<file path="config.mk">
export PLATFORM = sky130hd
export DESIGN_NAME = ttl_pulse_trigger_conditioner_unit_flat
export DESIGN_NICKNAME = d
export VERILOG_FILES = /design/src/sv/ttlptc_pkg.sv /design/src/sv/ttlptc_ifs.sv /design/src/sv/ttlptc_cfg.sv /design/src/sv/ttlptc_front.sv /design/src/sv/ttlptc_fifo.sv /design/src/sv/ttlptc_back.sv /design/src/sv/ttl_pulse_trigger_conditioner_unit.sv /design/src/flat_wrapper.sv
export VERILOG_INCLUDE_DIRS = /design/src /design/src/sv
export SDC_FILE = /design/constraint.sdc
export NUM_CORES = 2
export LEC_CHECK = 0
export ABC_CLOCK_PERIOD_IN_PS = 9150
export BUFFER_PORTS_ARGS = -buffer_cell sky130_fd_sc_hd__buf_4
export CORE_ASPECT_RATIO = 1.5
export CORE_MARGIN = 5
export CORE_UTILIZATION = 65
export CTS_BUF_LIST = sky130_fd_sc_hd__clkbuf_4 sky130_fd_sc_hd__clkbuf_8
export DETAILED_ROUTE_END_ITERATION = 16
export GPL_TIMING_DRIVEN = 1
export PLACE_DENSITY = 0.89
export SKIP_LAST_GASP = 1
export SLEW_MARGIN = 20
export SYNTH_ARGS = -nofsm -noshare
export SYNTH_HDL_FRONTEND = slang
export SYNTH_SLANG_ARGS = --single-unit
</file>
<file path="constraint.sdc">
create_clock -name i_clk -period 9.15 [get_ports i_clk]
set_input_delay 0.4575 -clock i_clk [delete_from_list [all_inputs] [get_ports i_clk]]
set_output_delay 0.4575 -clock i_clk [all_outputs]
set_load 0.01 [all_outputs]
</file>
<file path="src/sv/ttl_pulse_trigger_conditioner_unit_defines.svh">
// ----------------------------------------------------------------------------
// TTL pulse trigger conditioner - assertion macros
// Shared property wrappers clocked on i_clk and held off during reset.
// ----------------------------------------------------------------------------
`ifndef TTL_PULSE_TRIGGER_CONDITIONER_UNIT_DEFINES_SVH
`define TTL_PULSE_TRIGGER_CONDITIONER_UNIT_DEFINES_SVH

// Same-cycle implication.
`define TTLPTC_ASSERT_NOW(label, ante, cons, msg) \
    label: assert property (@(posedge i_clk) disable iff (!i_rst_n) \
        (ante) |-> (cons)) else $error(msg);

// Next-cycle implication.
`define TTLPTC_ASSERT_NEXT(label, ante, cons, msg) \
    label: assert property (@(posedge i_clk) disable iff (!i_rst_n) \
        (ante) |=> (cons)) else $error(msg);

`endif

</file>
<file path="src/sv/ttlptc_pkg.sv">
// ----------------------------------------------------------------------------
// ttlptc_pkg
// Widths, codes, types and helpers of the TTL pulse trigger conditioner.
// ----------------------------------------------------------------------------
package ttlptc_pkg;

    localparam int TIME_BITS     = 48;
    localparam int EVT_BITS      = 48;
    localparam int DRAW_BITS     = 32;
    localparam int CFG_BITS      = 20;
    localparam int DEAD_BITS     = 21;
    localparam int CFG_IDX_BITS  = 3;
    localparam int CFG_DATA_BITS = 21;
    localparam int DIV_CNT_BITS  = $clog2(DRAW_BITS);
    localparam int Q_DEPTH       = 2;
    localparam int Q_PTR_BITS    = (Q_DEPTH > 1) ? $clog2(Q_DEPTH) : 1;
    localparam int Q_CNT_BITS    = $clog2(Q_DEPTH + 1);

    localparam logic [CFG_BITS-1:0]  SUSTAIN_RESET = CFG_BITS'(10);
    localparam logic [DEAD_BITS-1:0] DEAD_RESET    = DEAD_BITS'(100);

    typedef logic [TIME_BITS-1:0] t_time;

    typedef enum logic [CFG_IDX_BITS-1:0] {
        CFG_TRIGGER_MODE = 3'd0,
        CFG_DEGLITCH     = 3'd1,
        CFG_DELAY_MIN    = 3'd2,
        CFG_DELAY_MAX    = 3'd3,
        CFG_SUSTAIN      = 3'd4,
        CFG_DEAD         = 3'd5,
        CFG_ACTIVE_HIGH  = 3'd6
    } t_cfg_idx;

    typedef enum logic [1:0] {
        MODE_LEVEL_HIGH = 2'd0,
        MODE_LEVEL_LOW  = 2'd1,
        MODE_RISING     = 2'd2,
        MODE_FALLING    = 2'd3
    } t_trig_mode;

    // Clamped configuration as the datapath uses it.
    typedef struct packed {
        t_trig_mode           mode;
        logic [CFG_BITS-1:0]  dg;
        logic [CFG_BITS-1:0]  dmin;
        logic [CFG_BITS-1:0]  sus;
        logic [DEAD_BITS-1:0] dead;
        logic [DEAD_BITS-1:0] range;
        logic                 active_high;
        logic                 settle;
    } t_cfg;

    typedef struct packed {
        t_time                now;
        logic [DRAW_BITS-1:0] draw;
    } t_job;

    typedef enum logic [2:0] {
        B_IDLE,
        B_DIV,
        B_OFS,
        B_T0,
        B_EV0,
        B_EV1
    } t_back_state;

    typedef struct packed {
        logic pop;
        logic div_step;
        logic load_ofs;
        logic load_t0;
        logic emit0;
        logic emit1;
    } t_back_ctl;

    typedef struct packed {
        logic full;
        logic head_valid;
    } t_q_status;

    function automatic logic [EVT_BITS-1:0] to_evt(input t_time t);
        logic [63:0] wide;
        wide = 64'(t);
        return wide[EVT_BITS-1:0];
    endfunction

endpackage

</file>
<file path="src/sv/ttlptc_ifs.sv">
// ----------------------------------------------------------------------------
// ttlptc channel interfaces
// Valid/ready channels for samples, output events and register writes.
// ----------------------------------------------------------------------------
interface ttlptc_in_if;
    logic                                valid;
    logic                                ready;
    logic                                level;
    logic [ttlptc_pkg::DRAW_BITS-1:0]    rand_draw;

    modport source (output valid, output level, output rand_draw, input ready);
    modport sink   (input valid, input level, input rand_draw, output ready);
endinterface

interface ttlptc_out_if;
    logic                                valid;
    logic                                ready;
    logic [ttlptc_pkg::EVT_BITS-1:0]     event_time;
    logic                                event_level;
    logic                                last;

    modport source (output valid, output event_time, output event_level,
                    output last, input ready);
    modport sink   (input valid, input event_time, input event_level,
                    input last, output ready);
endinterface

interface ttlptc_cfg_if;
    logic                                  valid;
    logic                                  ready;
    logic [ttlptc_pkg::CFG_IDX_BITS-1:0]   index;
    logic [ttlptc_pkg::CFG_DATA_BITS-1:0]  data;

    modport source (output valid, output index, output data, input ready);
    modport sink   (input valid, input index, input data, output ready);
endinterface

</file>
<file path="src/sv/ttlptc_cfg.sv">
// ----------------------------------------------------------------------------
// ttlptc_cfg
// Register file and clamp stage; publishes the registered clamped set.
// ----------------------------------------------------------------------------
module ttlptc_cfg (
    input  logic               i_clk,
    input  logic               i_rst_n,
    ttlptc_cfg_if.sink         i_cfg,
    output ttlptc_pkg::t_cfg   o_cfg,
    output logic               o_wr
);

    logic [1:0]                          r_mode;
    logic [ttlptc_pkg::CFG_BITS-1:0]     r_dg;
    logic [ttlptc_pkg::CFG_BITS-1:0]     r_dmin;
    logic [ttlptc_pkg::CFG_BITS-1:0]     r_dmax;
    logic [ttlptc_pkg::CFG_BITS-1:0]     r_sus;
    logic [ttlptc_pkg::DEAD_BITS-1:0]    r_dead;
    logic                                r_ah;
    ttlptc_pkg::t_cfg                    r_eff;
    ttlptc_pkg::t_cfg                    n_eff;
    logic                                r_settle;

    logic                                wr_en;
    logic                                hit;
    logic [ttlptc_pkg::CFG_BITS-1:0]     dmin_c;
    logic [ttlptc_pkg::CFG_BITS-1:0]     dmax_c;
    logic [ttlptc_pkg::CFG_BITS-1:0]     sus_c;
    logic [ttlptc_pkg::DEAD_BITS-1:0]    floor_c;

    assign i_cfg.ready = 1'b1;
    assign wr_en       = i_cfg.valid && i_cfg.ready;

    always_comb begin
        case (ttlptc_pkg::t_cfg_idx'(i_cfg.index))
            ttlptc_pkg::CFG_TRIGGER_MODE,
            ttlptc_pkg::CFG_DEGLITCH,
            ttlptc_pkg::CFG_DELAY_MIN,
            ttlptc_pkg::CFG_DELAY_MAX,
            ttlptc_pkg::CFG_SUSTAIN,
            ttlptc_pkg::CFG_DEAD,
            ttlptc_pkg::CFG_ACTIVE_HIGH: hit = 1'b1;
            default:                     hit = 1'b0;
        endcase
    end

    assign o_wr = wr_en && hit;

    always_ff @(posedge i_clk) begin
        if (!i_rst_n) begin
            r_mode   <= 2'd0;
            r_dg     <= '0;
            r_dmin   <= '0;
            r_dmax   <= '0;
            r_sus    <= ttlptc_pkg::SUSTAIN_RESET;
            r_dead   <= ttlptc_pkg::DEAD_RESET;
            r_ah     <= 1'b1;
            r_settle <= 1'b1;
        end else begin
            r_settle <= wr_en;
            if (wr_en) begin
                case (ttlptc_pkg::t_cfg_idx'(i_cfg.index))
                    ttlptc_pkg::CFG_TRIGGER_MODE: r_mode <= i_cfg.data[1:0];
                    ttlptc_pkg::CFG_DEGLITCH:
                        r_dg <= i_cfg.data[ttlptc_pkg::CFG_BITS-1:0];
                    ttlptc_pkg::CFG_DELAY_MIN:
                        r_dmin <= i_cfg.data[ttlptc_pkg::CFG_BITS-1:0];
                    ttlptc_pkg::CFG_DELAY_MAX:
                        r_dmax <= i_cfg.data[ttlptc_pkg::CFG_BITS-1:0];
                    ttlptc_pkg::CFG_SUSTAIN:
                        r_sus <= i_cfg.data[ttlptc_pkg::CFG_BITS-1:0];
                    ttlptc_pkg::CFG_DEAD:
                        r_dead <= i_cfg.data[ttlptc_pkg::DEAD_BITS-1:0];
                    ttlptc_pkg::CFG_ACTIVE_HIGH:  r_ah <= i_cfg.data[0];
                    default: ;
                endcase
            end
        end
    end

    // Clamp chain: min >= deglitch, max >= min, sustain >= 1, dead >= max + sustain.
    always_comb begin
        dmin_c  = (r_dmin < r_dg) ? r_dg : r_dmin;
        dmax_c  = (r_dmax < dmin_c) ? dmin_c : r_dmax;
        sus_c   = (r_sus == '0) ? ttlptc_pkg::CFG_BITS'(1) : r_sus;
        floor_c = ttlptc_pkg::DEAD_BITS'(dmax_c) + ttlptc_pkg::DEAD_BITS'(sus_c);

        n_eff             = r_eff;
        n_eff.mode        = ttlptc_pkg::t_trig_mode'(r_mode);
        n_eff.dg          = r_dg;
        n_eff.dmin        = dmin_c;
        n_eff.sus         = sus_c;
        n_eff.dead        = (r_dead < floor_c) ? floor_c : r_dead;
        n_eff.range       = ttlptc_pkg::DEAD_BITS'(dmax_c) - ttlptc_pkg::DEAD_BITS'(dmin_c)
                            + ttlptc_pkg::DEAD_BITS'(1);
        n_eff.active_high = r_ah;
        n_eff.settle      = 1'b0;
    end

    always_ff @(posedge i_clk) begin
        r_eff <= n_eff;
    end

    always_comb begin
        o_cfg        = r_eff;
        o_cfg.settle = r_settle;
    end

endmodule

</file>
<file path="src/sv/ttlptc_front.sv">
// ----------------------------------------------------------------------------
// ttlptc_front
// Sample timebase, edge and deglitch tracking, dead time and trigger decision.
// ----------------------------------------------------------------------------
module ttlptc_front (
    input  logic                  i_clk,
    input  logic                  i_rst_n,
    ttlptc_in_if.sink             i_in,
    input  ttlptc_pkg::t_cfg      i_cfg,
    input  logic                  i_cfg_wr,
    input  ttlptc_pkg::t_q_status i_q,
    output logic                  o_push,
    output ttlptc_pkg::t_job      o_job
);

    ttlptc_pkg::t_time r_clock, n_clock;
    ttlptc_pkg::t_time r_stable, n_stable;
    ttlptc_pkg::t_time r_ready_t, n_ready_t;
    logic              r_prev, n_prev;

    logic accept, rising, falling, stable, armed, cond, fire;

    function automatic ttlptc_pkg::t_time sat_add(input ttlptc_pkg::t_time a,
                                                  input logic [ttlptc_pkg::DEAD_BITS-1:0] b);
        logic [ttlptc_pkg::TIME_BITS:0] s;
        s = {1'b0, a} + (ttlptc_pkg::TIME_BITS + 1)'(b);
        return s[ttlptc_pkg::TIME_BITS] ? '1 : s[ttlptc_pkg::TIME_BITS-1:0];
    endfunction

    assign i_in.ready = !i_q.full && !i_cfg.settle;
    assign accept     = i_in.valid && i_in.ready;

    always_comb begin
        rising  = i_in.level && !r_prev;
        falling = !i_in.level && r_prev;
        stable  = r_clock >= r_stable;
        armed   = r_clock >= r_ready_t;
        case (i_cfg.mode)
            ttlptc_pkg::MODE_LEVEL_HIGH: cond = i_in.level;
            ttlptc_pkg::MODE_LEVEL_LOW:  cond = !i_in.level;
            ttlptc_pkg::MODE_RISING:     cond = rising;
            ttlptc_pkg::MODE_FALLING:    cond = falling;
            default:                     cond = falling;
        endcase
        fire = stable && armed && cond;
    end

    always_comb begin
        n_clock   = r_clock;
        n_prev    = r_prev;
        n_stable  = r_stable;
        n_ready_t = r_ready_t;
        if (accept) begin
            n_clock = r_clock + ttlptc_pkg::TIME_BITS'(1);
            n_prev  = i_in.level;
            if (rising || falling) begin
                n_stable = sat_add(r_clock, ttlptc_pkg::DEAD_BITS'(i_cfg.dg));
            end
            if (fire) begin
                n_ready_t = sat_add(r_clock, i_cfg.dead);
            end
            // Timebase wraps: every window has passed.
            if (r_clock == '1) begin
                n_stable  = '0;
                n_ready_t = '0;
            end
        end
        if (i_cfg_wr) begin
            n_stable  = '0;
            n_ready_t = '0;
        end
    end

    always_ff @(posedge i_clk) begin
        if (!i_rst_n) begin
            r_clock   <= '0;
            r_prev    <= 1'b0;
            r_stable  <= '0;
            r_ready_t <= '0;
        end else begin
            r_clock   <= n_clock;
            r_prev    <= n_prev;
            r_stable  <= n_stable;
            r_ready_t <= n_ready_t;
        end
    end

    assign o_push   = accept && fire;
    assign o_job.now  = r_clock;
    assign o_job.draw = i_in.rand_draw;

endmodule

</file>
<file path="src/sv/ttlptc_fifo.sv">
// ----------------------------------------------------------------------------
// ttlptc_fifo
// Short register queue of trigger jobs between front and back.
// ----------------------------------------------------------------------------
module ttlptc_fifo (
    input  logic                  i_clk,
    input  logic                  i_rst_n,
    input  logic                  i_push,
    input  ttlptc_pkg::t_job      i_job,
    input  logic                  i_pop,
    output ttlptc_pkg::t_job      o_head,
    output ttlptc_pkg::t_q_status o_status
);

    ttlptc_pkg::t_job                     r_mem [ttlptc_pkg::Q_DEPTH];
    logic [ttlptc_pkg::Q_PTR_BITS-1:0]    r_wr_ptr, r_rd_ptr;
    logic [ttlptc_pkg::Q_CNT_BITS-1:0]    r_count;

    logic do_push, do_pop;

    function automatic logic [ttlptc_pkg::Q_PTR_BITS-1:0] ptr_inc(
        input logic [ttlptc_pkg::Q_PTR_BITS-1:0] p);
        return (p == ttlptc_pkg::Q_PTR_BITS'(ttlptc_pkg::Q_DEPTH - 1)) ?
               '0 : p + ttlptc_pkg::Q_PTR_BITS'(1);
    endfunction

    assign o_status.full       = r_count == ttlptc_pkg::Q_CNT_BITS'(ttlptc_pkg::Q_DEPTH);
    assign o_status.head_valid = r_count != '0;
    assign do_push             = i_push && !o_status.full;
    assign do_pop              = i_pop && o_status.head_valid;
    assign o_head              = r_mem[r_rd_ptr];

    always_ff @(posedge i_clk) begin
        if (do_push) begin
            r_mem[r_wr_ptr] <= i_job;
        end
    end

    always_ff @(posedge i_clk) begin
        if (!i_rst_n) begin
            r_wr_ptr <= '0;
            r_rd_ptr <= '0;
            r_count  <= '0;
        end else begin
            if (do_push) begin
                r_wr_ptr <= ptr_inc(r_wr_ptr);
            end
            if (do_pop) begin
                r_rd_ptr <= ptr_inc(r_rd_ptr);
            end
            case ({do_push, do_pop})
                2'b10:   r_count <= r_count + ttlptc_pkg::Q_CNT_BITS'(1);
                2'b01:   r_count <= r_count - ttlptc_pkg::Q_CNT_BITS'(1);
                default: r_count <= r_count;
            endcase
        end
    end

endmodule

</file>
<file path="src/sv/ttlptc_back.sv">
// ----------------------------------------------------------------------------
// ttlptc_back
// Delay draw by restoring remainder, event time sums and output register.
// ----------------------------------------------------------------------------
module ttlptc_back (
    input  logic                  i_clk,
    input  logic                  i_rst_n,
    input  ttlptc_pkg::t_cfg      i_cfg,
    input  ttlptc_pkg::t_job      i_head,
    input  logic                  i_head_valid,
    output logic                  o_pop,
    ttlptc_out_if.source          o_out
);

    ttlptc_pkg::t_back_state                 r_state, n_state;
    ttlptc_pkg::t_back_ctl                   ctl;
    logic [ttlptc_pkg::DIV_CNT_BITS-1:0]     r_cnt;
    logic [ttlptc_pkg::DRAW_BITS-1:0]        r_dividend;
    logic [ttlptc_pkg::CFG_BITS-1:0]         r_rem;
    logic [ttlptc_pkg::DEAD_BITS-1:0]        r_delay;
    ttlptc_pkg::t_time                       r_now;
    ttlptc_pkg::t_time                       r_acc;

    logic                                    r_out_valid;
    logic [ttlptc_pkg::EVT_BITS-1:0]         r_out_time;
    logic                                    r_out_level;
    logic                                    r_out_last;

    logic                                    out_free;
    logic [ttlptc_pkg::DEAD_BITS-1:0]        trial;
    logic [ttlptc_pkg::CFG_BITS-1:0]         rem_next;

    assign out_free = !r_out_valid || o_out.ready;

    always_comb begin
        n_state = r_state;
        case (r_state)
            ttlptc_pkg::B_IDLE: if (i_head_valid) n_state = ttlptc_pkg::B_DIV;
            ttlptc_pkg::B_DIV:  if (r_cnt == '0) n_state = ttlptc_pkg::B_OFS;
            ttlptc_pkg::B_OFS:  n_state = ttlptc_pkg::B_T0;
            ttlptc_pkg::B_T0:   n_state = ttlptc_pkg::B_EV0;
            ttlptc_pkg::B_EV0:  if (out_free) n_state = ttlptc_pkg::B_EV1;
            ttlptc_pkg::B_EV1:  if (out_free) n_state = ttlptc_pkg::B_IDLE;
            default:            n_state = ttlptc_pkg::B_IDLE;
        endcase
    end

    always_comb begin
        ctl = '0;
        case (r_state)
            ttlptc_pkg::B_IDLE: ctl.pop      = i_head_valid;
            ttlptc_pkg::B_DIV:  ctl.div_step = 1'b1;
            ttlptc_pkg::B_OFS:  ctl.load_ofs = 1'b1;
            ttlptc_pkg::B_T0:   ctl.load_t0  = 1'b1;
            ttlptc_pkg::B_EV0:  ctl.emit0    = out_free;
            ttlptc_pkg::B_EV1:  ctl.emit1    = out_free;
            default:            ctl          = '0;
        endcase
    end

    assign o_pop = ctl.pop;

    // One quotient bit per cycle; the remainder stays below the range.
    always_comb begin
        trial = {r_rem, r_dividend[ttlptc_pkg::DRAW_BITS-1]};
        if (trial >= i_cfg.range) begin
            rem_next = ttlptc_pkg::CFG_BITS'(trial - i_cfg.range);
        end else begin
            rem_next = trial[ttlptc_pkg::CFG_BITS-1:0];
        end
    end

    always_ff @(posedge i_clk) begin
        if (!i_rst_n) begin
            r_state <= ttlptc_pkg::B_IDLE;
        end else begin
            r_state <= n_state;
        end
    end

    always_ff @(posedge i_clk) begin
        if (ctl.pop) begin
            r_dividend <= i_head.draw;
            r_now      <= i_head.now;
            r_rem      <= '0;
            r_cnt      <= ttlptc_pkg::DIV_CNT_BITS'(ttlptc_pkg::DRAW_BITS - 1);
        end
        if (ctl.div_step) begin
            r_rem      <= rem_next;
            r_dividend <= {r_dividend[ttlptc_pkg::DRAW_BITS-2:0], 1'b0};
            r_cnt      <= r_cnt - ttlptc_pkg::DIV_CNT_BITS'(1);
        end
        if (ctl.load_ofs) begin
            r_delay <= ttlptc_pkg::DEAD_BITS'(i_cfg.dmin) + ttlptc_pkg::DEAD_BITS'(r_rem);
        end
        if (ctl.load_t0) begin
            r_acc <= r_now + ttlptc_pkg::TIME_BITS'(r_delay);
        end
        if (ctl.emit0) begin
            r_acc <= r_acc + ttlptc_pkg::TIME_BITS'(i_cfg.sus);
        end
    end

    always_ff @(posedge i_clk) begin
        if (!i_rst_n) begin
            r_out_valid <= 1'b0;
        end else if (ctl.emit0 || ctl.emit1) begin
            r_out_valid <= 1'b1;
        end else if (o_out.ready) begin
            r_out_valid <= 1'b0;
        end
    end

    always_ff @(posedge i_clk) begin
        if (ctl.emit0 || ctl.emit1) begin
            r_out_time  <= ttlptc_pkg::to_evt(r_acc);
            r_out_level <= i_cfg.active_high ^ ctl.emit1;
            r_out_last  <= ctl.emit1;
        end
    end

    assign o_out.valid       = r_out_valid;
    assign o_out.event_time  = r_out_time;
    assign o_out.event_level = r_out_level;
    assign o_out.last        = r_out_last;

endmodule

</file>
<file path="src/sv/ttl_pulse_trigger_conditioner_unit.sv">
// ----------------------------------------------------------------------------
// ttl_pulse_trigger_conditioner_unit
// Deglitched TTL trigger with random pulse delay, sustain and dead time.
// ----------------------------------------------------------------------------
//
//  channel  | dir | fields                               | transaction
//  ---------+-----+--------------------------------------+------------------------
//  i_in     | in  | level, rand_draw[31:0]               | one sample tick
//  o_out    | out | event_time[47:0], event_level, last  | one timed output event
//  i_cfg    | in  | index[2:0], data[20:0]               | one register write
//
//  A sample that does not fire is handled in the front stage alone. A firing
//  sample adds a job for the back stage, which takes one job at a time: it
//  pops the job, forms the bit-serial remainder of the draw, then the delay
//  and start-time sums, then emits the event pair, stalling while o_out is busy.
//  The two-entry job queue lets the front keep sampling while the back works;
//  i_in.ready drops when the queue is full and for one cycle after a register
//  write while the clamped set reloads. Reset is synchronous, active low.
//  o_out holds its transaction while ready is low; only the back stalls.
//
// ----------------------------------------------------------------------------
`include "ttl_pulse_trigger_conditioner_unit_defines.svh"

module ttl_pulse_trigger_conditioner_unit (
    input  logic          i_clk,
    input  logic          i_rst_n,
    ttlptc_in_if.sink     i_in,
    ttlptc_out_if.source  o_out,
    ttlptc_cfg_if.sink    i_cfg
);

    // Clamped configuration and the write strobe that clears the windows.
    ttlptc_pkg::t_cfg      cfg;
    logic                  cfg_wr;

    // Job queue between trigger decision and pulse scheduling.
    ttlptc_pkg::t_job      push_job;
    ttlptc_pkg::t_job      head_job;
    ttlptc_pkg::t_q_status q_status;
    logic                  push;
    logic                  pop;

    ttlptc_cfg u_cfg (
        .i_clk   (i_clk),
        .i_rst_n (i_rst_n),
        .i_cfg   (i_cfg),
        .o_cfg   (cfg),
        .o_wr    (cfg_wr)
    );

    // Front: timebase, edge tracking, deglitch and dead time, fire decision.
    ttlptc_front u_front (
        .i_clk    (i_clk),
        .i_rst_n  (i_rst_n),
        .i_in     (i_in),
        .i_cfg    (cfg),
        .i_cfg_wr (cfg_wr),
        .i_q      (q_status),
        .o_push   (push),
        .o_job    (push_job)
    );

    ttlptc_fifo u_fifo (
        .i_clk    (i_clk),
        .i_rst_n  (i_rst_n),
        .i_push   (push),
        .i_job    (push_job),
        .i_pop    (pop),
        .o_head   (head_job),
        .o_status (q_status)
    );

    // Back: draw remainder, event times, output register.
    ttlptc_back u_back (
        .i_clk        (i_clk),
        .i_rst_n      (i_rst_n),
        .i_cfg        (cfg),
        .i_head       (head_job),
        .i_head_valid (q_status.head_valid),
        .o_pop        (pop),
        .o_out        (o_out)
    );

    // A full queue must hold off new samples, or a trigger would be dropped.
    `TTLPTC_ASSERT_NOW(a_full_blocks_input, q_status.full, !i_in.ready, "sample taken with full queue")
    // The clamped set reloads after a write; no sample may use the old one.
    `TTLPTC_ASSERT_NEXT(a_settle_after_write, cfg_wr, !i_in.ready, "sample taken while config settles")
    // The pulse end always returns the output to its idle level.
    `TTLPTC_ASSERT_NOW(a_end_level, o_out.valid && o_out.last, o_out.event_level == !cfg.active_high, "pulse end level wrong")
    // The back never pops an empty queue.
    `TTLPTC_ASSERT_NOW(a_pop_nonempty, pop, q_status.head_valid, "pop from empty queue")

endmodule

</file>
<file path="src/flat_wrapper.sv">
// flat-port wrapper written by rule: the top's interface ports become plain ports
module ttl_pulse_trigger_conditioner_unit_flat 
  (i_clk, i_rst_n, i_in_valid, i_in_level, i_in_rand_draw, i_in_ready, o_out_valid, o_out_event_time, o_out_event_level, o_out_last, o_out_ready, i_cfg_valid, i_cfg_index, i_cfg_data, i_cfg_ready);
  ttlptc_in_if i_in_i ();
  ttlptc_out_if o_out_i ();
  ttlptc_cfg_if i_cfg_i ();
  input  logic i_clk;
  input  logic i_rst_n;
  input wire logic [$bits(i_in_i.valid)-1:0] i_in_valid;
  input wire logic [$bits(i_in_i.level)-1:0] i_in_level;
  input wire logic [$bits(i_in_i.rand_draw)-1:0] i_in_rand_draw;
  output wire logic [$bits(i_in_i.ready)-1:0] i_in_ready;
  output wire logic [$bits(o_out_i.valid)-1:0] o_out_valid;
  output wire logic [$bits(o_out_i.event_time)-1:0] o_out_event_time;
  output wire logic [$bits(o_out_i.event_level)-1:0] o_out_event_level;
  output wire logic [$bits(o_out_i.last)-1:0] o_out_last;
  input wire logic [$bits(o_out_i.ready)-1:0] o_out_ready;
  input wire logic [$bits(i_cfg_i.valid)-1:0] i_cfg_valid;
  input wire logic [$bits(i_cfg_i.index)-1:0] i_cfg_index;
  input wire logic [$bits(i_cfg_i.data)-1:0] i_cfg_data;
  output wire logic [$bits(i_cfg_i.ready)-1:0] i_cfg_ready;
  assign i_in_i.valid = i_in_valid;
  assign i_in_i.level = i_in_level;
  assign i_in_i.rand_draw = i_in_rand_draw;
  assign i_in_ready = i_in_i.ready;
  assign o_out_valid = o_out_i.valid;
  assign o_out_event_time = o_out_i.event_time;
  assign o_out_event_level = o_out_i.event_level;
  assign o_out_last = o_out_i.last;
  assign o_out_i.ready = o_out_ready;
  assign i_cfg_i.valid = i_cfg_valid;
  assign i_cfg_i.index = i_cfg_index;
  assign i_cfg_i.data = i_cfg_data;
  assign i_cfg_ready = i_cfg_i.ready;
  ttl_pulse_trigger_conditioner_unit u_core (.i_clk(i_clk), .i_rst_n(i_rst_n), .i_in(i_in_i), .o_out(o_out_i), .i_cfg(i_cfg_i));
endmodule
</file>
==> summary by stage <==
GRT
The pin count of the biggest net entering global routing is 84. The via count of the first global-routing pass was ~32000. The initial antenna violation count was 1. For this run, the total global-route usage over all layers was measured as 0.335. Summed over all layers, the global routing overflow is 0.

The global-route wire length before repair is about 170000 µm.

Yosys
For this run, the number of Yosys warnings is 0. In the synthesized netlist the dominant register cell turns out to be sky130_fd_sc_hd__edfxtp_1. The number of enable flip-flop cells after synthesis is about 380.

The portion of the post-synthesis area used by sequential elements is 0.474. A synthesized cell averages around 9.9 µm². The synthesized instance count is 4024. The fraction of synthesis flops using an asynchronous set or reset pin is 0. The summed instance area of the synthesized netlist is 39700 µm². The number of distinct library cells after synthesis is between 70 and 80. The number of nets handed over by synthesis was around 4400.

After synthesis the netlist holds a flip-flop and latch count of ~750.

Power and ir drop
The post-route total power is 0.0106 W. Summed over all cells, the static leakage comes to 18.2 nW. VDD sags by at most 0.000166 V. The power density normalized to cell area is approximately 240 nW/µm².

Worst setup path
The slack of the worst reg-to-reg path is 680 ps. The number of cells on the worst reg-to-reg path is 39. For the worst setup path, the data required time is between 9000 and 10000 ps. The launch instance of the worst register-to-register path is u_core.u_cfg.r_dg[18]$_SDFFE_PN0P_. The delay of the slowest cell on the worst path is 410 ps. The class of the most critical setup path is flip-flop to flip-flop. The slowest stage of the critical path belongs to the cell sky130_fd_sc_hd__a311o_1. The nature of the critical path startpoint is a flip-flop. The critical-path maximum fanout is 15. The endpoint of the worst-slack reg-to-reg timing path is u_core.u_cfg.o_cfg[26]$_DFF_P_. For the worst setup path, the data arrival time is approximately 9100 ps. The worst setup path is captured at a flip-flop.

Route
The number of optimization iterations in the first detailed-route pass is 7. The average vias per placed instance is between 6 and 7. The detailed route wirelength on metal3 is about 9500 µm. For this block, the routed nets add up to 113000 µm of wire. The post-detailed-route DRC marker count is 0. The routed layout has about 32000 vias. The highest layer used for signal routing is met4.

In the final routed layout, each cell accounts on average for approximately 22 µm. Wire segments on met2 add up to approximately 56000 µm in the final route. The detailed-routing wirelength on met1 is approximately 40000 µm. The violation count after the first detailed-route iteration is about 3300.

The post-route antenna net violation count is 0.

Flow run
The number of maximum-capacitance violations is 0.

Cells and area
In the layout the commonest cells are 556 x sky130_fd_sc_hd__nand2_1, 383 x sky130_fd_sc_hd__edfxtp_1, 364 x sky130_fd_sc_hd__dfxtp_1. The footprint of the flip-flops and latches is about 19000 µm². Summing all multi-input logic gate instances after layout gives roughly 19000 µm². The finished cells cover about 44000 µm².

The area growth from synthesis to layout is 11.1%. The finished layout holds between 5000 and 6000 standard cells, fillers aside. The filler cells instantiated in the layout total 4060. Leaving out fill and tap cells, the most frequent cell in the layout is sky130_fd_sc_hd__nand2_1. In the final design database the tool counted 4578 nets. In the final layout, the share of cells above drive strength 1 is 0.109.

STA
In the finished design, the share of the clock period the worst path needs comes to 0.925. The actual transition at the worst max-transition pin is 1100 ps. The hold violation count in the final report is 0. Measured against its own limit, the worst slew margin works out to 0.265. The final clock skew is 50.4 ps.

The final critical delay including setup and external delays is between 8000 and 9000 ps. Summed over all failing endpoints, the final setup total negative slack is 0 ps. The number of setup violations in the final report is 0.

The number of max-slew violations in the final report came to 0. The final worst setup slack is about 700 ps. The upper clock frequency limit is ~120 MHz.

Floorplan
The row count is between 100 and 150. The area of the placeable core is between 60000 and 70000 µm². The die extent in x is 212 µm. The floorplan step set the die height to approximately 310 µm. In this run the count of I/O pins placed on the die edge is about 120. For this configuration, the core starts out at a cell density of 0.652. The area of the die is approximately 66000 µm².

Placement
The cell count after placement is about 4800. The post-placement cell area is between 40000 and 50000 µm². The final RePlAce weighted congestion is around 1. Detailed placement finished with a half-perimeter wire length of between 70000 and 80000 µm.

Prior to clock tree synthesis, the placed netlist has a worst setup slack of between 400 and 500 ps. The count of buffers added on input and output ports is approximately 110.

Hold path
In this run the most critical hold path is launched from i_cfg_data[6]. Counting instances, the worst hold path has a depth of 3. In this run the worst hold path is classified as input port to flip-flop. The hold-critical path endpoint is u_core.u_cfg.r_dg[6]$_SDFFE_PN0P_.

Outcome
The flow ran to the end, and the final reports show no timing, DRC or antenna violations.

Clocking
The number of buffers inserted to repair setup after CTS is 0. At the later pin of the worst-skew pair, clock insertion delay measures 770 ps. Clock-pin slew was measured on the worst setup and hold paths at approximately 70 ps. The sink count of the clock tree is roughly 750. The H-tree generated during clock tree synthesis spans 3 levels. The number of buffers created by CTS is approximately 100. CTS placed an instance of sky130_fd_sc_hd__clkbuf_8 at the clock tree root. The CTS tree is yes.

In this run the deepest clock path goes through 3 buffers.
-- layer usage --
metal | vias up | track usage
li1 | 14500 | -
met1 | 15100 | 0.391
met2 | 1812 | 0.576
met3 | 519 | 0.0593
met4 | 0 | 0.189
met5 | - | 0
-- layout make-up --
| class | instances | share of cell area |
|---|---|---|
| repair buffers | 200 | 0.0362 |
| diodes | 2 | 0.000114 |
| clock inverters | 33 | 0.00749 |
| well taps | 791 | 0.0225 |
| multi-input cells | 2851 | 0.440 |
| inverters | 263 | 0.0224 |
| clock buffers | 161 | 0.0447 |
| flip-flops and latches | 748 | 0.427 |
-- worst max-delay path by stage --
stage | from | to | slack (ps) | cells past startpoint
4_1_cts | u_core.u_cfg.r_dg[18]$_SDFFE_PN0P_ | u_core.u_cfg.o_cfg[26]$_DFF_P_ | 340 | 39
6_report | u_core.u_cfg.r_dg[18]$_SDFFE_PN0P_ | u_core.u_cfg.o_cfg[26]$_DFF_P_ | 680 | 39
2_1_floorplan | u_core.u_cfg.r_dg[18]$_SDFFE_PN0P_ | u_core.u_cfg.o_cfg[26]$_DFF_P_ | 1100 | 39
3_3_place_gp | u_core.u_cfg.r_dg[18]$_SDFFE_PN0P_ | u_core.u_cfg.o_cfg[25]$_DFF_P_ | 640 | 39
3_5_place_dp | u_core.u_cfg.r_dg[18]$_SDFFE_PN0P_ | u_core.u_cfg.o_cfg[26]$_DFF_P_ | 440 | 39
5_1_grt | u_core.u_cfg.r_dg[18]$_SDFFE_PN0P_ | u_core.u_cfg.o_cfg[26]$_DFF_P_ | -20 | 39
-- cell families after synthesis --
kind of cell / count (synthesis) / share of synthesized area
and+or+nand+nor: 1245 / 0.144
muxes: 130 / 0.0347
xor gates and xnor gates: 256 / 0.0565
DFF: 748 / 0.474
AOI/OAI and AO/OA: 871 / 0.139
adders and majority gates: 348 / 0.111
buffers and inverters: 425 / 0.0404
other: 1 / 0.0000945
-- state kept, by name, indices dropped and copies added (netlist names), 32 cells and up, named ones only --
register,flops
u_core.u_fifo.r_mem,160
u_core.u_cfg.o_cfg,105
u_core.u_back.o_out.event_time,48
u_core.u_back.r_acc,48
u_core.u_back.r_now,48
u_core.u_front.r_clock,48
u_core.u_front.r_ready_t,48
u_core.u_front.r_stable,48
u_core.u_back.r_dividend,32
-- metrics by stage --
step / hold WS (ps) / utilization
finish: 29.8 / 0.725
global route: 11.0 / 0.725
CTS: 2.24 / 0.724
detailed placement: 358 / 0.680
global placement: 355 / 0.680
floorplan: 330 / -
-- worst max-delay path, delay by kind of cell (launching register included) --
kind            cells  cell delay (ps)
xor+xnor            1              330
flops               1              350
buf+inv             5              970
simple gates       14             2320
fa+ha+maj           4             1270
compound gates     14             2920
mux                 1              230
-- power breakdown --
part	internal, W	switching (W)
combinational	0.00139	0.00208
clock	0.00153	0.00133
sequential	0.00404	0.000279
-- Yosys cell counts (11+ instances only) --
cell,count,share of area
sky130_fd_sc_hd__and3_1,41,0.0065
sky130_fd_sc_hd__a21oi_1,223,0.028
sky130_fd_sc_hd__nor2_1,234,0.022
sky130_fd_sc_hd__o31ai_1,12,0.0023
sky130_fd_sc_hd__nand2_1,558,0.053
sky130_fd_sc_hd__nor3_1,53,0.0067
sky130_fd_sc_hd__o21a_1,29,0.0055
sky130_fd_sc_hd__clkbuf_1,154,0.015
sky130_fd_sc_hd__and2_1,55,0.0087
sky130_fd_sc_hd__ha_1,341,0.11
sky130_fd_sc_hd__a21boi_0,131,0.025
sky130_fd_sc_hd__o21ai_0,228,0.029
sky130_fd_sc_hd__a31oi_1,16,0.0025
sky130_fd_sc_hd__and4_1,13,0.0029
sky130_fd_sc_hd__mux2_2,56,0.016
sky130_fd_sc_hd__nand4_1,65,0.010
sky130_fd_sc_hd__or2_2,15,0.0024
sky130_fd_sc_hd__mux2i_1,73,0.018
sky130_fd_sc_hd__xnor2_1,146,0.032
sky130_fd_sc_hd__inv_1,262,0.025
sky130_fd_sc_hd__a22o_1,11,0.0024
sky130_fd_sc_hd__a211oi_1,13,0.0025
sky130_fd_sc_hd__xor2_1,110,0.024
sky130_fd_sc_hd__nor2b_1,32,0.0050
sky130_fd_sc_hd__nand3_1,79,0.010
sky130_fd_sc_hd__a21o_1,93,0.018
sky130_fd_sc_hd__dfxtp_1,365,0.18
sky130_fd_sc_hd__or3_1,28,0.0044
sky130_fd_sc_hd__nor4_1,18,0.0028
sky130_fd_sc_hd__o211ai_1,12,0.0023
sky130_fd_sc_hd__edfxtp_1,383,0.29
sky130_fd_sc_hd__nand2b_1,37,0.0058
-- what timing repair did --
| action | 4_1_cts | 5_1_grt |
|---|---|---|
| hold buffers | 37 | 0 |
| endpoints found under the hold margin | 69 | 0 |
| endpoints found under the setup margin | 0 | 21 |
| gates resized for setup | 0 | 11 |
(Power assumes the default switching activity.)
